## src/rtl/deferred_free_index_allocator_top_assert.svh

```systemverilog
// Assertion macros for the allocator
`ifndef DEFERRED_FREE_INDEX_ALLOCATOR_TOP_ASSERT_SVH
`define DEFERRED_FREE_INDEX_ALLOCATOR_TOP_ASSERT_SVH
`ifndef SYNTH
`define DFIA_ASSERT(label, clk, rst, prop, msg) \
   label: assert property (@(posedge clk) disable iff (rst) prop) else $error(msg);
`define DFIA_ASSERT_NR(label, clk, prop, msg) \
   label: assert property (@(posedge clk) prop) else $error(msg);
`else
`define DFIA_ASSERT(label, clk, rst, prop, msg)
`define DFIA_ASSERT_NR(label, clk, prop, msg)
`endif
`endif

```

## src/rtl/dfia_pkg.sv

```systemverilog
package dfia_pkg;
   localparam int MAX_SLOTS   = 1024;
   localparam int FRAME_COUNT = 3;
   localparam int IDX_W       = $clog2(MAX_SLOTS);
   localparam int CNT_W       = IDX_W + 1;
   localparam int FRM_W       = 2;
   localparam int LIST_AW     = FRM_W + IDX_W;

   localparam logic [1:0] CMD_ALLOC   = 2'd0;
   localparam logic [1:0] CMD_FREE    = 2'd1;
   localparam logic [1:0] CMD_PROCESS = 2'd2;

   localparam logic [1:0] ST_OK      = 2'd0;
   localparam logic [1:0] ST_FULL    = 2'd1;
   localparam logic [1:0] ST_BAD     = 2'd2;
   localparam logic [1:0] ST_IGNORED = 2'd3;

   localparam logic [2:0] REG_CAPACITY = 3'd0;
   localparam logic [2:0] REG_VISIBLE  = 3'd1;
   localparam logic [2:0] REG_STRIDE   = 3'd2;
   localparam logic [2:0] REG_CPU_BASE = 3'd3;
   localparam logic [2:0] REG_GPU_BASE = 3'd4;

   typedef struct packed {
      logic        start;
      logic [63:0] dividend;
      logic [10:0] divisor;
   } div_req_type;

   typedef struct packed {
      logic        done;
      logic        busy;
      logic [63:0] quotient;
      logic        rem_zero;
   } div_rsp_type;
endpackage

```

## src/rtl/dfia_divider.sv

```systemverilog
module dfia_divider import dfia_pkg::*; (
   input  logic        clock,
   input  logic        reset,
   input  div_req_type req,
   output div_rsp_type rsp
);
   // radix-2 restoring divide, one quotient bit per cycle
   logic [63:0] quo_ff, quo_in;
   logic [11:0] rem_ff, rem_in;
   logic [10:0] dvs_ff, dvs_in;
   logic [6:0]  cnt_ff, cnt_in;
   logic        busy_ff, busy_in, done_ff, done_in;
   logic [11:0] trial;
   logic [12:0] diff;

   always_comb begin
      quo_in = quo_ff; rem_in = rem_ff; dvs_in = dvs_ff; cnt_in = cnt_ff;
      busy_in = busy_ff; done_in = 1'b0;
      trial = {rem_ff[10:0], quo_ff[63]};
      diff = {1'b0, trial} - {2'b0, dvs_ff};
      if (req.start) begin
         quo_in = req.dividend; rem_in = '0; dvs_in = req.divisor;
         cnt_in = 7'd64; busy_in = 1'b1;
      end else if (busy_ff) begin
         if (!diff[12]) begin
            rem_in = diff[11:0]; quo_in = {quo_ff[62:0], 1'b1};
         end else begin
            rem_in = trial; quo_in = {quo_ff[62:0], 1'b0};
         end
         cnt_in = cnt_ff - 7'd1;
         if (cnt_ff == 7'd1) begin
            busy_in = 1'b0; done_in = 1'b1;
         end
      end
   end

   always_ff @(posedge clock) begin
      quo_ff <= quo_in; rem_ff <= rem_in; dvs_ff <= dvs_in; cnt_ff <= cnt_in;
      if (reset) begin
         busy_ff <= 1'b0; done_ff <= 1'b0;
      end else begin
         busy_ff <= busy_in; done_ff <= done_in;
      end
   end

   assign rsp.done = done_ff;
   assign rsp.busy = busy_ff;
   assign rsp.quotient = quo_ff;
   assign rsp.rem_zero = (rem_ff == '0);
endmodule

```

## config.mk

```make
export PLATFORM = sky130hd
export DESIGN_NAME = dfia_divider
export DESIGN_NICKNAME = d
export VERILOG_FILES = /design/src/rtl/deferred_free_index_allocator_top_assert.svh /design/src/rtl/dfia_pkg.sv /design/src/rtl/dfia_divider.sv
export SDC_FILE = /design/constraint.sdc
export NUM_CORES = 1
export LEC_CHECK = 0
export BUFFER_PORTS_ARGS = -buffer_cell sky130_fd_sc_hd__buf_2
export CORE_ASPECT_RATIO = 0.9
export CORE_MARGIN = 5
export CORE_UTILIZATION = 54
export CTS_BUF_LIST = sky130_fd_sc_hd__clkbuf_8
export DETAILED_ROUTE_END_ITERATION = 10
export GPL_TIMING_DRIVEN = 0
export PLACE_DENSITY_LB_ADDON = 0.15
export SLEW_MARGIN = 20
export SYNTH_ARGS = -nofsm -noshare
export SYNTH_HDL_FRONTEND = slang
export SYNTH_SLANG_ARGS = --single-unit
```

## constraint.sdc

```tcl
create_clock -name clock -period 5 [get_ports clock]
set_clock_uncertainty 0.05 [all_clocks]
set_input_delay 0.25 -clock clock [delete_from_list [all_inputs] [get_ports clock]]
set_output_delay 0.25 -clock clock [all_outputs]
set_load 0.05 [all_outputs]
```

Word level (Yosys, flattened, before mapping)
Index checks and enable logic that the tools add are counted.
{"block": "totals", "ff_bits": 96, "in_bits": 78}
{"block": "classes", "addsub": 2, "n_eq_ne": 1, "mux": 8, "bitwise": 1, "reduce_logical": 3}
{"op": "$mux 64", "count": 2}
{"op": "$sub 12x11->13", "count": 1}
{"op": "$logic_not 12->1", "count": 1}
{"op": "$mux 12", "count": 1}
{"op": "$eq 7x1->1 const B", "count": 1}
{"op": "$sub 7x1->7 const B", "count": 1}
{"op": "$mux 1", "count": 5}
{"op": "$reduce_or 3->1", "count": 1}
{"op": "$reduce_bool 2->1", "count": 1}
{"op": "$not 1->1", "count": 1}

Longest topological paths before layout
Gate-level depths: netlist of run 1.
{"block": "depth", "depth_word": 4, "ltp_mapped": 10, "depth_no_buf": 9}

Least setup slack after synthesis of run 1
No wires, ideal clock.
{"block": "synth_path", "path_type": "register to register", "startpoint": "register quo_ff[63]", "endpoint": "register rem_ff[0]", "setup_time_ns": 0.106, "arrival_ns": 2.618, "path_slack_ns": 2.226, "stages_incl_launch_ff": 10, "path_buffers": 0, "synth_period_minus_slack_ns": 2.774, "cell_sequence": "edfxtp_1 > inv_1 > ha_1 > fa_1 > nor2b_1 > o2111ai_1 > nand2_1 > a2111oi_4 > or4b_2 > o311ai_0"}
{"block": "synth_via", "elab_chain_cells": 2}
{"element": "start: declaration", "line": "dfia_divider.sv:8", "rtl": "logic [63:0] quo_ff, quo_in;"}
{"element": "start signal: assignment", "line": "dfia_divider.sv:38", "rtl": "quo_ff <= quo_in; rem_ff <= rem_in; dvs_ff <= dvs_in; cnt_ff <= cnt_in;"}
{"element": "$sub 12x11->13", "line": "dfia_divider.sv:20", "rtl": "diff = {1'b0, trial} - {2'b0, dvs_ff};"}
{"element": "$mux 12 (*)", "line": "dfia_divider.sv:25", "rtl": "if (!diff[12]) begin"}
{"element": "end signal: assignment", "line": "dfia_divider.sv:38"}
{"element": "end: declaration", "line": "dfia_divider.sv:9", "rtl": "logic [11:0] rem_ff, rem_in;"}
Every way passes the cells marked *; elsewhere a longest branch is shown, timed or not.
A chain may end at the register's enable or synchronous reset.

Worst setup path in the final report of run 1
{"block": "layout_path", "startpoint": "register quo_ff[63]", "endpoint": "register quo_ff[0] (data pin)"}
{"block": "layout_via", "elab_chain_cells": 4}
{"element": "$sub 12x11->13", "line": "dfia_divider.sv:20"}
{"element": "$mux 1", "line": "dfia_divider.sv:25"}
{"element": "$mux 64", "line": "dfia_divider.sv:24", "rtl": "end else if (busy_ff) begin"}
{"element": "$mux 64", "line": "dfia_divider.sv:21", "rtl": "if (req.start) begin"}
{"element": "net quo_in[0]", "line": "dfia_divider.sv:8"}
The timed path passes the listed nets, and every way through them passes these cells. The select of a mux whose other input is x is not followed.

==> results of run 1 <==
## cell usage after synthesis (2+ instances only)
cell type / n / share of area (%)
a211oi_1: 3 / 0.49
nand3b_1: 2 / 0.33
nor2b_1: 3 / 0.41
buf_4: 2 / 0.33
o311ai_0: 2 / 0.38
ha_1: 13 / 3.6
nor4_1: 5 / 0.69
nor2_1: 23 / 1.9
nor4b_1: 2 / 0.38
a31oi_1: 2 / 0.27
inv_1: 16 / 1.3
xnor2_1: 8 / 1.5
or3_1: 3 / 0.41
mux2_2: 64 / 16
nand4_1: 2 / 0.27
a21oi_1: 7 / 0.77
xor2_1: 5 / 0.96
o211ai_1: 2 / 0.33
dfxtp_1: 21 / 9.2
edfxtp_1: 75 / 49
a311oi_1: 4 / 0.77
o21ai_0: 4 / 0.44
nand3_1: 2 / 0.22
clkbuf_1: 8 / 0.66
mux2i_1: 2 / 0.44
nand2b_1: 4 / 0.55
nor3_1: 6 / 0.66
a21o_1: 2 / 0.33
nand2_1: 19 / 1.6
buf_1: 6 / 0.49
nor3b_1: 4 / 0.66
nand4b_1: 2 / 0.38
## metrics by stage
stage	total power, mW	std cells	cell area [µm²]	hold slack [ps]	utilization (%)
floorplan	1.400	341	4559	272.4	-
global placement	1.524	584	5404	374.1	66.34
detailed placement	1.538	584	5406	378.1	66.37
CTS	2.056	604	5652	0.02623	69.39
global route	2.127	604	5652	4.233	69.39
finish	2.041	604	5652	14.53	69.39
## sequential cells by signal, indices dropped and copies added (netlist names)
name / cells
done_ff: 1
dvs_ff: 11
busy_ff: 1
quo_ff: 64
cnt_ff: 7
rem_ff: 12
## power by group through the flow
stage | Clock (mW) | Sequential, mW | Combinational [mW]
final | 0.521 | 0.996 | 0.524
after global routing | 0.564 | 1.01 | 0.558
after CTS | 0.531 | 0.997 | 0.527
after detailed placement | 0 | 1.01 | 0.523
after global placement | 0 | 1.01 | 0.513
after floorplan | 0 | 1.20 | 0.198
## per-layer routing
layer	vias up	share of wire (%)
met1	1556	42
met4	0	1.7
met2	118	48
li1	1598	-
met3	14	8.0
met5	-	0
## layout make-up
cell class	count	area (µm²)	area share, %
sequential	96	2673	47.29
clock buffer	10	137.6	2.435
clock inverter	6	67.56	1.195
tap	99	123.9	2.192
buffer	17	72.57	1.284
timing repair buffer	148	760.7	13.46
inverter	16	60.06	1.063
multi-input combinational	212	1757	31.08
## worst min path at each step
stage / endpoint / slack (ps)
finish: dvs_ff[0] / 10
global route: dvs_ff[6] / 4
CTS: dvs_ff[9] / 0.03
detailed placement: dvs_ff[8] / 380
global placement: busy_ff / 370
floorplan: busy_ff / 270
## kinds of logic after synthesis
logic type | Yosys count | share of synthesized area (%)
xor+xnor | 13 | 2.497
mux | 66 | 16.25
compound gates | 38 | 6.614
fa+ha+maj | 14 | 4.007
flops | 96 | 58.62
simple gates | 81 | 9.111
buf+inv | 33 | 2.909
## worst max-delay path, stage by stage (launching register included)
cell,delay [ps]
edfxtp_1,440
inv_1,80
ha_1,210
fa_1,240
nor2b_1,80
o2111ai_1,270
nand2_1,190
a2111o_1,530
buf_2,230
mux2_2,280
## repair_timing
item | in CTS | in global routing
setup endpoints to repair | 0 | 0
hold endpoints to repair | 4 | 0
hold buffers | 4 | 0
==> metrics.yaml, run 1 <==
pwr:
  swShare_pct: 32.88
  peakVddDrop_uv: 237.6
  pwr-share-clk_pct: 25.5
  p_sw_mw: 0.6711
  leakage_nw: 2.356
  power_density_mw_per_mm2: 361.1
  pwr-share-seq_pct: 48.8
  pwr-share-comb_pct: 25.7
  internal_power_mw: 1.370
worst_setup_path:
  r2r-start: "quo_ff[63]"
  cp-startpoint: "quo_ff[63]"
  cp-start-kind: "flop"
  setup.worst_path.end: "quo_ff[0]"
  crit_fanout: 10
  path_class: "flop to flop"
  regToRegSetupSlack_ps: 2160
  crit_required_ps: 5070
  critPathCaptureType: "flop"
  r2r-end: "quo_ff[0]"
  arrival_ps: 2910
  reg2reg_depth: 9
drt:
  viasPerCell: 5.440
  firstDrtPassIters: 4
  wl_per_cell_um: 16.73
  drt_iter0_drc: 180
  final_antenna_net_count: 0
  drc_errors: 0
  vias: 3286
  drt-total-wl_mm: 10.10
timing:
  hold_viol_final: 0
  min_period_ps: 2844
  slew_viol_final: 0
  timing.final.crit_share_pct: 56.88
  setup_tns_ps: 0
  worstMarginPinSlew_ps: 874.7
  rsz0062_at_grt: "false"
  fin_ws_ps: 2156
  relSlewSlack_pct: 41.69
  fmax_mhz: 351.6
  finalSetupViolCount: 0
synth:
  ys_warn_count: 0
  synthFlopType: "edfxtp_1"
  synth_cell_type_count: 50
  syn-mean-instance-area_um2: 13.37
  syn_inst: 341
  async_reset_ff_share_pct: 0
  seq_area_frac_synth_pct: 58.62
  synth_seq_cells: 96
  mappedNetlistNets: 433
  synth_edf_count: 75
  syn-cell-area_mm2: 0.004559
layout:
  area_growth_pct: 23.96
  drive_gt1_share_pct: 45.74
  fillers: 611
  layout_commonest_cell: "buf_2"
  antenna_cells: 0
  layout_common_cells: "145 x buf_2, 75 x edfxtp_1, 64 x mux2_2"
  layout.nets: 592
global_routing:
  grt_util_met3_pct: 5.449
  grt_pass1_vias: 3283
  antenna_found_initial: 0
  grtUsageTotal_pct: 19.28
  grt_max_degree: 65
  grt_pass1_wl_mm: 15.94
  gr-total-overflow: 0
  grt_busiest_layer: "met2"
  gr-usage-met2_pct: 32.09
  met1_usage_pct: 24.26
clocking:
  cts.path.max_buffers: 2
  post_cts_buffers: 0
  cts_root_buffer: "clkbuf_8"
  cts_buffers: 9
  cts_tree: "yes"
  cts_resized: 0
  cts.sink_count: 96
  clkTransAtPathRegs_ps: 90
  htree_levels: 3
  clkLatencyLatePin_ps: 360
die:
  die_area_mm2: 0.01038
  design.core.area_mm2: 0.008145
  die_h_um: 97.17
  die-width_um: 106.9
  start_util_pct: 55.98
  num_rows: 31
  pin_count: 145
place:
  dp_slack_ps: 2191
  place.gp.congestion: 0.8253
  dp_hpwl_mm: 7.606
  port_buffers: 144
status:
  status: "complete, no violations"
hold_path:
  hp-class: "primary input to flop"
  hold_depth: 1
  worstHoldStart: "req[0]"
run:
  cap_violations: 0
(Power assumes the default switching activity.)
==> inputs of run 2 (changes only) <==
Settings changed: CORE_UTILIZATION 54 to 48.
Clock period 5 ns to 2.6 ns, I/O delays scaled along.
==> run 2 against run 1 <==
Compared with the run above:
- the run now ends with negative setup slack left
- hold slack better by 3.1 ps
- routed wire length is 5.4% higher
- highest routed layer unchanged
- die area is 11% higher
- first-iteration DRC count is 3.3% higher
- global-route usage is 1.2 points lower
- clock-buffer cell count is 1 lower
- via count is 2.3% higher
- critical endpoint unchanged
- final cell count is 8.1% higher
- largest power group unchanged
- clock power is 110% higher
==> metrics.yaml, run 2 (synthesis gave the netlist of run 1 again) <==
pwr:
  power_density_mw_per_mm2: 677.3
  leakage_nw: 2.500
  peakVddDrop_uv: 346.9
die:
  die_area_mm2: 0.01155
  pin_count: 145
  die_h_um: 102.5
  design.core.area_mm2: 0.009208
  num_rows: 33
  start_util_pct: 49.52
  die-width_um: 112.7
timing:
  hold_ws_ps: 17.63
  fmax_mhz: 377.9
  rsz0062_at_grt: "true"
  hold_viol_final: 0
  relSlewSlack_pct: 58.75
  worstMarginPinSlew_ps: 618.8
  finalSetupViolCount: 2
  min_period_ps: 2646
  fin_ws_ps: -46.34
  slew_viol_final: 0
  timing.final.crit_share_pct: 101.8
worst_setup_path:
  crit_buf_inv: 3
  crit_fanout: 6
  crit_required_ps: 2670
  crit_top_cell: "buf_6"
  reg2reg_depth: 10
  crit_cells: 10
  cp-start-kind: "flop"
  path_class: "flop to flop"
  path_cells: "inv_2 > ha_4 > fa_2 > nor2b_4 > o2111ai_4 > nand2_2 > buf_6 > a2111o_1 > buf_6 > mux2_4"
  arrival_ps: 2720
  crit_path_max_incr_delay_ps: 460
  cp_slowest_cell: "a2111o_1"
  critPathCaptureType: "flop"
  path_delay_family: "compound AO/OA/AOI/OAI gates"
drt:
  drt_iter0_drc: 186
  wl_per_cell_um: 16.30
  vias: 3360
  final_antenna_net_count: 0
  drc_errors: 0
  firstDrtPassIters: 4
  viasPerCell: 5.145
  drt-total-wl_mm: 10.65
clocking:
  cts_tree: "yes"
  cts_buffers: 9
  htree_levels: 3
  cts.path.max_buffers: 2
  clkTransAtPathRegs_ps: 100
  cts_root_buffer: "clkbuf_8"
  clkLatencyLatePin_ps: 360
  cts.sink_count: 96
run:
  cap_violations: 0
global_routing:
  grtUsageTotal_pct: 18.07
  grt_pass1_wl_mm: 16.64
  grt_pass1_vias: 3428
  gr-total-overflow: 0
  antenna_found_initial: 0
  grt_max_degree: 40
place:
  dp_hpwl_mm: 7.635
  port_buffers: 144
  place.gp.congestion: 0.7701
  dp_cells: 608
layout:
  layout_commonest_cell: "buf_2"
  fillers: 716
  drive_gt1_share_pct: 47.46
  largest_reg_flops: 64
  regArea_mm2: 0.002673
  antenna_cells: 0
  layout_common_cells: "144 x buf_2, 75 x edfxtp_1, 63 x mux2_2"
  utilization_pct: 65.36
  area_growth_pct: 32.00
  top_regs: "quo_ff: 64 flops, rem_ff: 12 flops, dvs_ff: 11 flops"
  fin_cells: 653
  layout.nets: 618
  multi_input_area_mm2: 0.001829
  largest_register: "quo_ff"
hold_path:
  hold_depth: 2
  hp-class: "primary input to flop"
status:
  status: "complete, but fails checks"
  violations: "negative setup slack"
-- run 2: cell types whose count changed in the layout (fill, tap and decap cells not counted), moves of 2 or more --
cell	change
dlygate4sd3_1	+15
buf_4	+7
buf_6	+3
a311oi_1	-2
a311oi_2	+2
clkinv_4	-2
-- run 2: through the flow --
stage	setup slack (ps)	setup TNS (ps)	total power, mW	cell area, µm²
detailed placement	-51.50	-101.0	2.965	5478
CTS	-11.85	-11.85	4.068	5911
floorplan	-56.83	-72.24	2.699	4582
global route	-98.11	-726.6	4.254	6018
finish	-46.34	-63.90	4.076	6018
global placement	-530.5	-33790	2.943	5455
-- run 2: final cells by class --
cell class,instances,area share (%)
clock buffers,9,2.058
flip-flops and latches,96,44.41
inverters,16,0.9979
clock inverters,7,1.559
multi-input cells,213,30.39
well taps,122,2.536
plain buffers,17,1.331
repair buffers,173,16.72
-- run 2: final timing paths --
| kind | from | endpoint | slack, ps |
|---|---|---|---|
| worst min-delay path | req[54] | quo_ff[43] | 20 |
| worst max register to register | quo_ff[63] | quo_ff[0] | -50 |
| worst max-delay path | quo_ff[63] | quo_ff[0] | -50 |
| worst min register to register | rem_ff[11] | rem_ff[11] | 450 |
-- run 2: power breakdown --
group	total, mW	internal [mW]	switching, mW
Combinational	1.08	0.374	0.703
Sequential	1.92	1.83	0.0831
Clock	1.08	0.544	0.539
-- run 2: layer usage --
metal	track usage, %	part of all wire [%]
met4	5.360	1.7
met1	23.29	41
met5	0	0
met3	5.388	8.6
met2	29.83	49
-- run 2: what timing repair did --
action	in CTS	in global routing
pin swaps	3	12
gates cloned	0	1
endpoints found under the hold margin	20	0
setup endpoints to repair	2	44
resized for setup	1	15
hold buffers	19	0
buffers inserted	3	6
==> inputs of run 3 (changes only) <==
Settings changed: ABC_AREA set to 1.
==> run 3 against run 2 <==
Compared with the run above:
- the run now ends clean
- clock-buffer cell count unchanged
- routed wire length is 22% higher
- global-route usage increased by 4.5 points
- critical path depth increased by 3
- via count is 31% higher
- register-to-register slack better by 400 ps
- combinational power decreased by 11%
==> metrics.yaml, run 3 <==
synth:
  mappedNetlistNets: 656
  syn-mean-instance-area_um2: 8.421
  synthFlopType: "edfxtp_1"
  ys_top_cells_by_area: "edfxtp_1 47%, nand2_1 23%, dfxtp_1 8.9%"
  syn-cell-area_mm2: 0.004750
  synthAdderAreaFrac_pct: 3.846
  syn_inst: 564
  synth_top_family_by_area: "simple AND/OR/NAND/NOR gates"
  yosysMostFrequentCell: "nand2_1"
  synth_compound_area_share_pct: 2.424
  synth_cell_type_count: 33
  async_reset_ff_share_pct: 0
  synth-xor-area-share_pct: 0.7376
  synth_seq_cells: 96
  ys_warn_count: 0
  synth_simple_gate_area_share_pct: 30.64
  seq_area_frac_synth_pct: 56.27
  synth_common_cells: "296 x nand2_1, 75 x edfxtp_1, 44 x inv_1"
  synth_mux_area_share_pct: 0
  synth_top_area_share_pct: 47.42
  synth_edf_count: 75
  yosysTopAreaCell: "edfxtp_1"
place:
  dp_hpwl_mm: 8.991
  port_buffers: 144
  place.gp.congestion: 0.8932
  dp_slack_ps: 350.5
die:
  pin_count: 145
  die_area_mm2: 0.01199
  num_rows: 34
  design.core.area_mm2: 0.009657
  die-width_um: 114.9
  start_util_pct: 49.18
  die_h_um: 104.4
layout:
  largest_register: "quo_ff"
  layout_common_cells: "296 x nand2_1, 147 x buf_2, 75 x edfxtp_1"
  layout_commonest_cell: "nand2_1"
  top_regs: "quo_ff: 64 flops, rem_ff: 12 flops, dvs_ff: 11 flops"
  area_growth_pct: 39.36
  antenna_cells: 0
  largest_reg_flops: 64
  layout.nets: 886
  drive_gt1_share_pct: 23.03
timing:
  timing.final.crit_share_pct: 86.43
  relSlewSlack_pct: 63.40
  slew_viol_final: 0
  hold_viol_final: 0
  rsz0062_at_grt: "false"
  finalSetupViolCount: 0
  fin_ws_ps: 352.9
  fmax_mhz: 445.0
  worstMarginPinSlew_ps: 549.0
  min_period_ps: 2247
  hold_ws_ps: 19.70
drt:
  firstDrtPassIters: 4
  vias: 4401
  viasPerCell: 4.758
  wl_per_cell_um: 14.02
  drt-total-wl_mm: 12.97
  final_antenna_net_count: 0
  drt_iter0_drc: 177
  drc_errors: 0
worst_setup_path:
  setup.worst_path.end: "rem_ff[8]"
  path_class: "flop to flop"
  crit_path_max_incr_delay_ps: 410
  crit_buf_inv: 3
  path_delay_family: "simple AND/OR/NAND/NOR gates"
  r2r-end: "rem_ff[8]"
  crit_required_ps: 2860
  cp-startpoint: "quo_ff[63]"
  reg2reg_depth: 13
  cp_slowest_cell: "fa_1"
  arrival_ps: 2510
  path_cells: "inv_1 > ha_1 > fa_1 > inv_1 > nand3_1 > nand2_1 > nand2_4 > nand3_4 > buf_6 > nand3_2 > nand2_1 > nand2_1 > nand2_1"
  crit_fanout: 10
  crit_top_cell: "nand2_1"
  regToRegSetupSlack_ps: 350
  r2r-start: "quo_ff[63]"
  cp-start-kind: "flop"
  critPathCaptureType: "flop"
  crit_cells: 13
pwr:
  leakage_nw: 3.354
  power_density_mw_per_mm2: 594.3
  peakVddDrop_uv: 452.5
  power_mw: 3.934
clocking:
  cts_hold_buf: 74
  cts.sink_count: 96
  htree_levels: 3
  cts.path.max_buffers: 2
  clkTransAtPathRegs_ps: 90
  cts_tree: "yes"
  post_cts_buffers: 0
  cts_resized: 0
  clkLatencyLatePin_ps: 360
  cts_root_buffer: "clkbuf_8"
  cts_buffers: 9
global_routing:
  grt_pass1_wl_mm: 21.74
  grtUsageTotal_pct: 22.56
  grt_pass1_vias: 4672
  antenna_found_initial: 0
  gr-total-overflow: 0
  grt_max_degree: 57
run:
  cap_violations: 0
hold_path:
  hp-class: "primary input to flop"
status:
  status: "complete, no violations"
==> run 3: changes by cell type after synthesis, moves of 5 or more <==
cell	delta
inv_1	+28
inv_2	+7
mux2_2	-64
nand2_1	+277
nand3_1	+11
o21ai_1	+5
xnor2_1	-8
==> run 3: routing by layer <==
layer  share of wire [%]  GRT usage [%]  wire length, µm  vias to the layer above
met2                  48          37.73             6283                      131
li1                    -              -                -                     2253
met1                  42          27.39             5413                     1985
met5                   0              0                0                        -
met3                 7.1          7.155              921                       32
met4                 2.7          7.460              350                        0
==> run 3: how the worst min path moves through the flow <==
stage	from	depth (start not counted)	end	slack, ps
final	req[34]	3	quo_ff[23]	20
after global routing	req[34]	3	quo_ff[23]	10
after CTS	req[34]	3	quo_ff[23]	0.1
after detailed placement	req[5]	1	dvs_ff[5]	260
after global placement	req[6]	1	dvs_ff[6]	260
after floorplan	reset	1	busy_ff	160
==> run 3: cell families (layout without fill, tap and decap cells) <==
kind of cell	count (synthesis)	after routing
and+or+nand+nor	357	357
DFF	96	96
adders and majority gates	14	14
buffers and inverters	72	307
xor gates and xnor gates	4	4
AOI/OAI and AO/OA	21	21
==> run 3: stage by stage <==
| step | instance area [µm²] | utilization [%] | setup TNS (ps) | std cells |
|---|---|---|---|---|
| after global routing | 6619 | 68.54 | 0 | 925 |
| after CTS | 6619 | 68.54 | 0 | 925 |
| after floorplan | 4750 | - | 0 | 564 |
| after detailed placement | 5658 | 58.59 | 0 | 835 |
| final | 6619 | 68.54 | 0 | 925 |
| after global placement | 5628 | 58.28 | -44100 | 834 |
==> run 3: cell type report <==
type	count	area [µm²]
plain buffers	21	97.59
clock buffers	9	123.9
clock inverters	7	96.34
fillers	757	3038
inverters	51	193.9
multi-input cells	396	1788
flip-flops and latches	96	2673
well taps	126	157.7
repair buffers	219	1489
==> run 3: where the power goes <==
part           leakage [nW]  switching, mW  internal [mW]
combinational          2.31          0.674          0.290
clock                 0.113          0.530          0.545
sequential            0.936         0.0782           1.82
total                  3.35           1.28           2.65
==> run 3: tightest hold or removal path: stages <==
cell	delay, ps
buf_2	100
nand2_1	50
nand2_1	50
